==> src/rtl/core/vmd_pkg.sv <==
`default_nettype none

package vmd_pkg;

  // Default sizes of the delay line and the data paths.
  localparam int DELAY_DEPTH_DEF = 4096;
  localparam int SAMPLE_BITS_DEF = 16;
  localparam int PHASE_BITS_DEF  = 24;

  // Configuration port and register formats.
  localparam int CFG_INDEX_W  = 1;
  localparam int CFG_DATA_W   = 24;
  localparam int DEPTH_GAIN_W = 16;
  localparam int PHASE_INC_W  = 24;
  localparam logic [DEPTH_GAIN_W-1:0] DEPTH_GAIN_RST = 16'd3677;
  localparam logic [PHASE_INC_W-1:0]  PHASE_INC_RST  = 24'd3804;

  typedef enum logic [CFG_INDEX_W-1:0] {
    REG_DEPTH_GAIN = 1'b0,
    REG_PHASE_INC  = 1'b1
  } cfg_reg_t;

  // Input item function codes.
  localparam int FUNC_W = 2;
  typedef enum logic [FUNC_W-1:0] {
    FUNC_AUDIO   = 2'd0,
    FUNC_RESTART = 2'd1,
    FUNC_EMPTY   = 2'd2
  } func_t;

  // Fraction width of the delay and of all Q0.16 quantities.
  localparam int FRAC_W = 16;

  // Quarter-wave sine polynomial coefficients, Q1.16.
  localparam int SIN_W = 17;
  localparam logic [SIN_W-1:0] SIN_A = 17'd102944;
  localparam logic [SIN_W-1:0] SIN_B = 17'd42048;
  localparam logic [SIN_W-1:0] SIN_C = 17'd4640;

  // Shared serial multiplier: minimum multiplicand width, multiplier width (even).
  localparam int MUL_XW_MIN = 18;
  localparam int MUL_YW     = 18;

endpackage

`default_nettype wire

==> src/rtl/core/vmd_serial_mul.sv <==
`default_nettype none

module vmd_serial_mul #(
  parameter int XW = vmd_pkg::MUL_XW_MIN,
  parameter int YW = vmd_pkg::MUL_YW
) (
  input  logic                   clk,
  input  logic                   rst,
  input  logic                   start,
  input  logic signed [XW-1:0]   x,
  input  logic [YW-1:0]          y,
  output logic                   done,
  output logic signed [XW+YW+1:0] prod
);
  localparam int ND = YW / 2;
  localparam int CW = (ND > 1) ? $clog2(ND) : 1;

  logic                 busy;
  logic [CW-1:0]        cnt;
  logic signed [XW+1:0] x1;
  logic signed [XW+1:0] x3;
  logic signed [XW+1:0] hi;
  logic [YW-1:0]        lo;
  logic signed [XW+2:0] addend;
  logic signed [XW+2:0] sum;

  // Multiple of the multiplicand selected by the current radix-4 digit.
  always_comb begin
    unique case (lo[1:0])
      2'd0: addend = '0;
      2'd1: addend = (XW+3)'(x1);
      2'd2: addend = (XW+3)'(x1) <<< 1;
      2'd3: addend = (XW+3)'(x3);
    endcase
    sum = (XW+3)'(hi) + addend;
  end

  // Shift-and-add: two multiplier bits retire per cycle, LSB first.
  // The partial sum shifts arithmetically so a negative multiplicand keeps its sign.
  always_ff @(posedge clk) begin
    if (rst) begin
      busy <= 1'b0;
      done <= 1'b0;
      cnt  <= '0;
      hi   <= '0;
      lo   <= '0;
    end else begin
      done <= 1'b0;
      if (start) begin
        x1   <= (XW+2)'(x);
        x3   <= (XW+2)'(x) + ((XW+2)'(x) <<< 1);
        hi   <= '0;
        lo   <= y;
        cnt  <= '0;
        busy <= 1'b1;
      end else if (busy) begin
        hi  <= (XW+2)'(sum >>> 2);
        lo  <= {sum[1:0], lo[YW-1:2]};
        cnt <= cnt + 1'b1;
        if (cnt == CW'(ND - 1)) begin
          busy <= 1'b0;
          done <= 1'b1;
        end
      end
    end
  end

  assign prod = $signed({hi, lo});

  a_done_single: assert property (@(posedge clk) disable iff (rst) done |=> !done)
    else $error("multiplier done lasted more than one cycle");
  a_no_restart: assert property (@(posedge clk) disable iff (rst) start |-> !busy)
    else $error("multiplier started while busy");
  a_done_after_busy: assert property (@(posedge clk) disable iff (rst)
    done |-> $past(busy))
    else $error("multiplier done without a running product");

endmodule

`default_nettype wire

==> config.mk <==
export PLATFORM = sky130hd
export DESIGN_NAME = vmd_serial_mul
export DESIGN_NICKNAME = d
export VERILOG_FILES = /design/src/rtl/core/vmd_pkg.sv /design/src/rtl/core/vmd_serial_mul.sv
export SDC_FILE = /design/constraint.sdc
export NUM_CORES = 1
export LEC_CHECK = 0
export BUFFER_PORTS_ARGS = -buffer_cell sky130_fd_sc_hd__buf_2
export CAP_MARGIN = 5
export CORE_AREA = 2 2 132 134
export DETAILED_ROUTE_END_ITERATION = 16
export DIE_AREA = 0 0 134 136
export PLACE_DENSITY = 0.59
export SLEW_MARGIN = 40
export SYNTH_ARGS = -nofsm -noshare
export SYNTH_HDL_FRONTEND = slang
export SYNTH_SLANG_ARGS = --single-unit
==> constraint.sdc <==
create_clock -name clk -period 6.9 [get_ports clk]
set_clock_uncertainty 0.1 [all_clocks]
set_input_delay 1.035 -clock clk [delete_from_list [all_inputs] [get_ports clk]]
set_output_delay 1.035 -clock clk [all_outputs]
set_load 0.005 [all_outputs]
==> impl_metrics.json <==
{
  "fillCellCount": 1731,
  "antenna_left": 0,
  "hpwl_mm": 9.040,
  "clk_latency_ps": 340,
  "cts.sink_count": 79,
  "n_antenna_cell": 0,
  "powerDensity_nw_per_um2": 207.0,
  "synth_top_family_by_area": "compound AO/OA/AOI/OAI gates",
  "wire_per_inst_um": 14.20,
  "synth_nets": 598,
  "dp_slack_ps": 3380,
  "syn_area_um2": 4967,
  "drv_slew": 0,
  "cts_buffer_depth": 2,
  "cts_resized": 0,
  "fin_ws_ps": 3469,
  "nets": 666,
  "die_w_um": 134,
  "wirelength_mm": 11.59,
  "io_pins": 78,
  "antenna_found_initial": 0,
  "synth_fa_ha_area_frac": 0.1063,
  "path_clk_slew_ps": 60,
  "finalWeightedCongestion": 0.8770,
  "cts_setup_buffers": 0,
  "die_h_um": 136,
  "yosys.cell_count.top_type": "nor2_1",
  "vias": 3979,
  "areaGrowthSynthToFinish_pct": 18.16,
  "yosys-top-cells-area": "edfxtp_1 (22%), dfxtp_1 (17%), ha_1 (9.8%)",
  "fmax_mhz": 291.4,
  "layout-drive-gt1-share": 0.2081,
  "holdBufCountCts": 0,
  "worstPathArrival_ps": 3530,
  "synth_top_cell_by_area": "edfxtp_1",
  "startpoint_type": "flip-flop",
  "ys_ff_latch": 79,
  "synth_cell_type_count": 57,
  "synth_mux_area_frac": 0.09093,
  "synth_top_area_share": 0.2176,
  "hold_path.class": "reg -> reg",
  "fp.dieArea_um2": 18220,
  "status": "finished, final reports clean",
  "drt_iter0_drc": 199,
  "synth-edff-count": 36,
  "cts_tree": "done",
  "critPathMaxStageDelay_ps": 460,
  "io_buffers": 77,
  "hold_viol_final": 0,
  "period_share": 0.4973,
  "tightestPinTransition_ps": 716.9,
  "synth_xor_xnor_area_share": 0.05113,
  "min_period_ps": 3431,
  "critPathMaxFanout": 22,
  "path_buf_inv": 1,
  "wl_met2_mm": 5.452,
  "grt_pass1_wl_mm": 18.75,
  "rsz0062_at_grt": "no",
  "cts_buffers": 9,
  "critPathRequiredTime_ps": 7000,
  "cts.root.buffer_cell": "clkbuf_16",
  "drc": 0,
  "htree_levels": 3,
  "initial_utilization": 0.2943,
  "top_layer_used": "met4",
  "grt_usage": 0.1290,
  "yosys-top-cells-count": "nor2_1 (72), a21oi_1 (46), dfxtp_1 (43), ha_1 (39), edfxtp_1 (36)",
  "synth-compound-area-share": 0.1882,
  "dr.pass1.iters": 4,
  "ir_drop_mv": 0.1020,
  "coreArea_um2": 16880,
  "slew_headroom": 0.5203,
  "fp-row-count": 48,
  "cap_viol_max_count": 0,
  "synthFlopType": "dfxtp_1",
  "synth_warnings": 0,
  "grt_pass1_vias": 3844,
  "slowest_stage": "fa_1",
  "design_area_um2": 5869,
  "overflow": 0,
  "synthArstFlopShare": 0,
  "yosysSeqAreaShare": 0.3909,
  "wl_met1_mm": 5.388,
  "synthCells": 518,
  "crit_path_cell_trace": "buf_4 -> mux2_2 -> a22o_1 -> fa_1 -> a211oi_2 -> o21bai_1 -> a211o_1 -> a41o_1 -> or3_1 -> nand3_1 -> a21oi_1",
  "via_per_inst": 4.876,
  "path_class": "reg -> reg",
  "finalSetupViolCount": 0,
  "p_leak_nw": 2.532,
  "crit_family": "compound AO/OA/AOI/OAI gates",
  "placed_area_um2": 5572,
  "grt_max_degree": 41,
  "cp-end-kind": "flip-flop",
  "detailroute.wirelength.met3_um": 553,
  "syn_avg_cell_area_um2": 9.589,
  "synth-simple-area-share": 0.1451,
  "fin_tns_setup_ps": 0
}
==> cell usage in the layout, fill, tap and decap left out, drive strengths merged, types with 3 or more instances in the layout <==
cell    instances
a211o           3
a211oi          8
a21o           13
a21oi          46
a22o           19
a31oi           4
and3            6
buf            81
clkbuf          9
clkinv          4
dfxtp          43
edfxtp         36
ha             39
inv            11
mux2           17
mux2i          26
nand2          25
nand2b          3
nand3           8
nand3b          3
nand4           3
nand4b          3
nor2           73
nor2b           7
nor3            4
nor3b           3
nor4b           3
o21a            5
o21ai          25
o21bai          3
xnor2          20
xor2            9
==> worst paths after layout <==
path | startpoint | to | slack (ps) | cells after the start
max | lo[1] | hi[14] | 3470 | 11
min | hi[9] | hi[9] | 410 | 2
max reg2reg | lo[1] | hi[14] | 3470 | 11
min reg2reg | hi[9] | hi[9] | 410 | 2
==> state kept, by name, indices dropped and copies added, names as in the netlist <==
| register | cells |
|---|---|
| cnt | 4 |
| x3 | 18 |
| hi | 19 |
| done | 1 |
| x1 | 18 |
| lo | 18 |
| busy | 1 |
==> tightest hold or removal path: cells and delay by family, from the launching register on <==
family,cells,cell delay (ps)
DFF,1,330
and+or+nand+nor,1,60
AOI/OAI and AO/OA,1,70
==> where the power goes <==
group / internal (W) / switching [W]
clock network: 0.000281 / 0.000190
logic: 0.0000927 / 0.000111
registers: 0.000524 / 0.0000165
==> routing by layer <==
| layer | global-route usage | vias to the layer above |
|---|---|---|
| met3 | 0.03020 | 13 |
| li1 | - | 2049 |
| met2 | 0.2151 | 96 |
| met5 | 0 | - |
| met4 | 0.04433 | 0 |
| met1 | 0.1643 | 1821 |
==> cell families after synthesis <==
kind of cell / Yosys count
flops: 79
xor+xnor: 29
mux: 43
buf+inv: 34
compound gates: 141
fa+ha+maj: 41
simple gates: 151
==> cell type report <==
class / count / area [um2] / area share
multi-input cells: 405 / 2894 / 0.4931
flip-flops and latches: 79 / 1943 / 0.3311
repair buffers: 81 / 415.4 / 0.07077
well taps: 225 / 281.5 / 0.04796
clock buffers: 9 / 225.2 / 0.03837
clock inverters: 7 / 72.57 / 0.01236
inverters: 10 / 37.54 / 0.006395
==> metrics by stage <==
step / power (W) / hold slack (ps) / utilization / cells
floorplan: 0.0006953 / 371.7 / - / 518
global placement: 0.0007512 / 398.2 / 0.3300 / 800
detailed placement: 0.0007555 / 403.7 / 0.3301 / 800
CTS: 0.001230 / 422.8 / 0.3478 / 816
global route: 0.001277 / 445.2 / 0.3478 / 816
finish: 0.001215 / 406.6 / 0.3478 / 816
(Power assumes the default switching activity.)
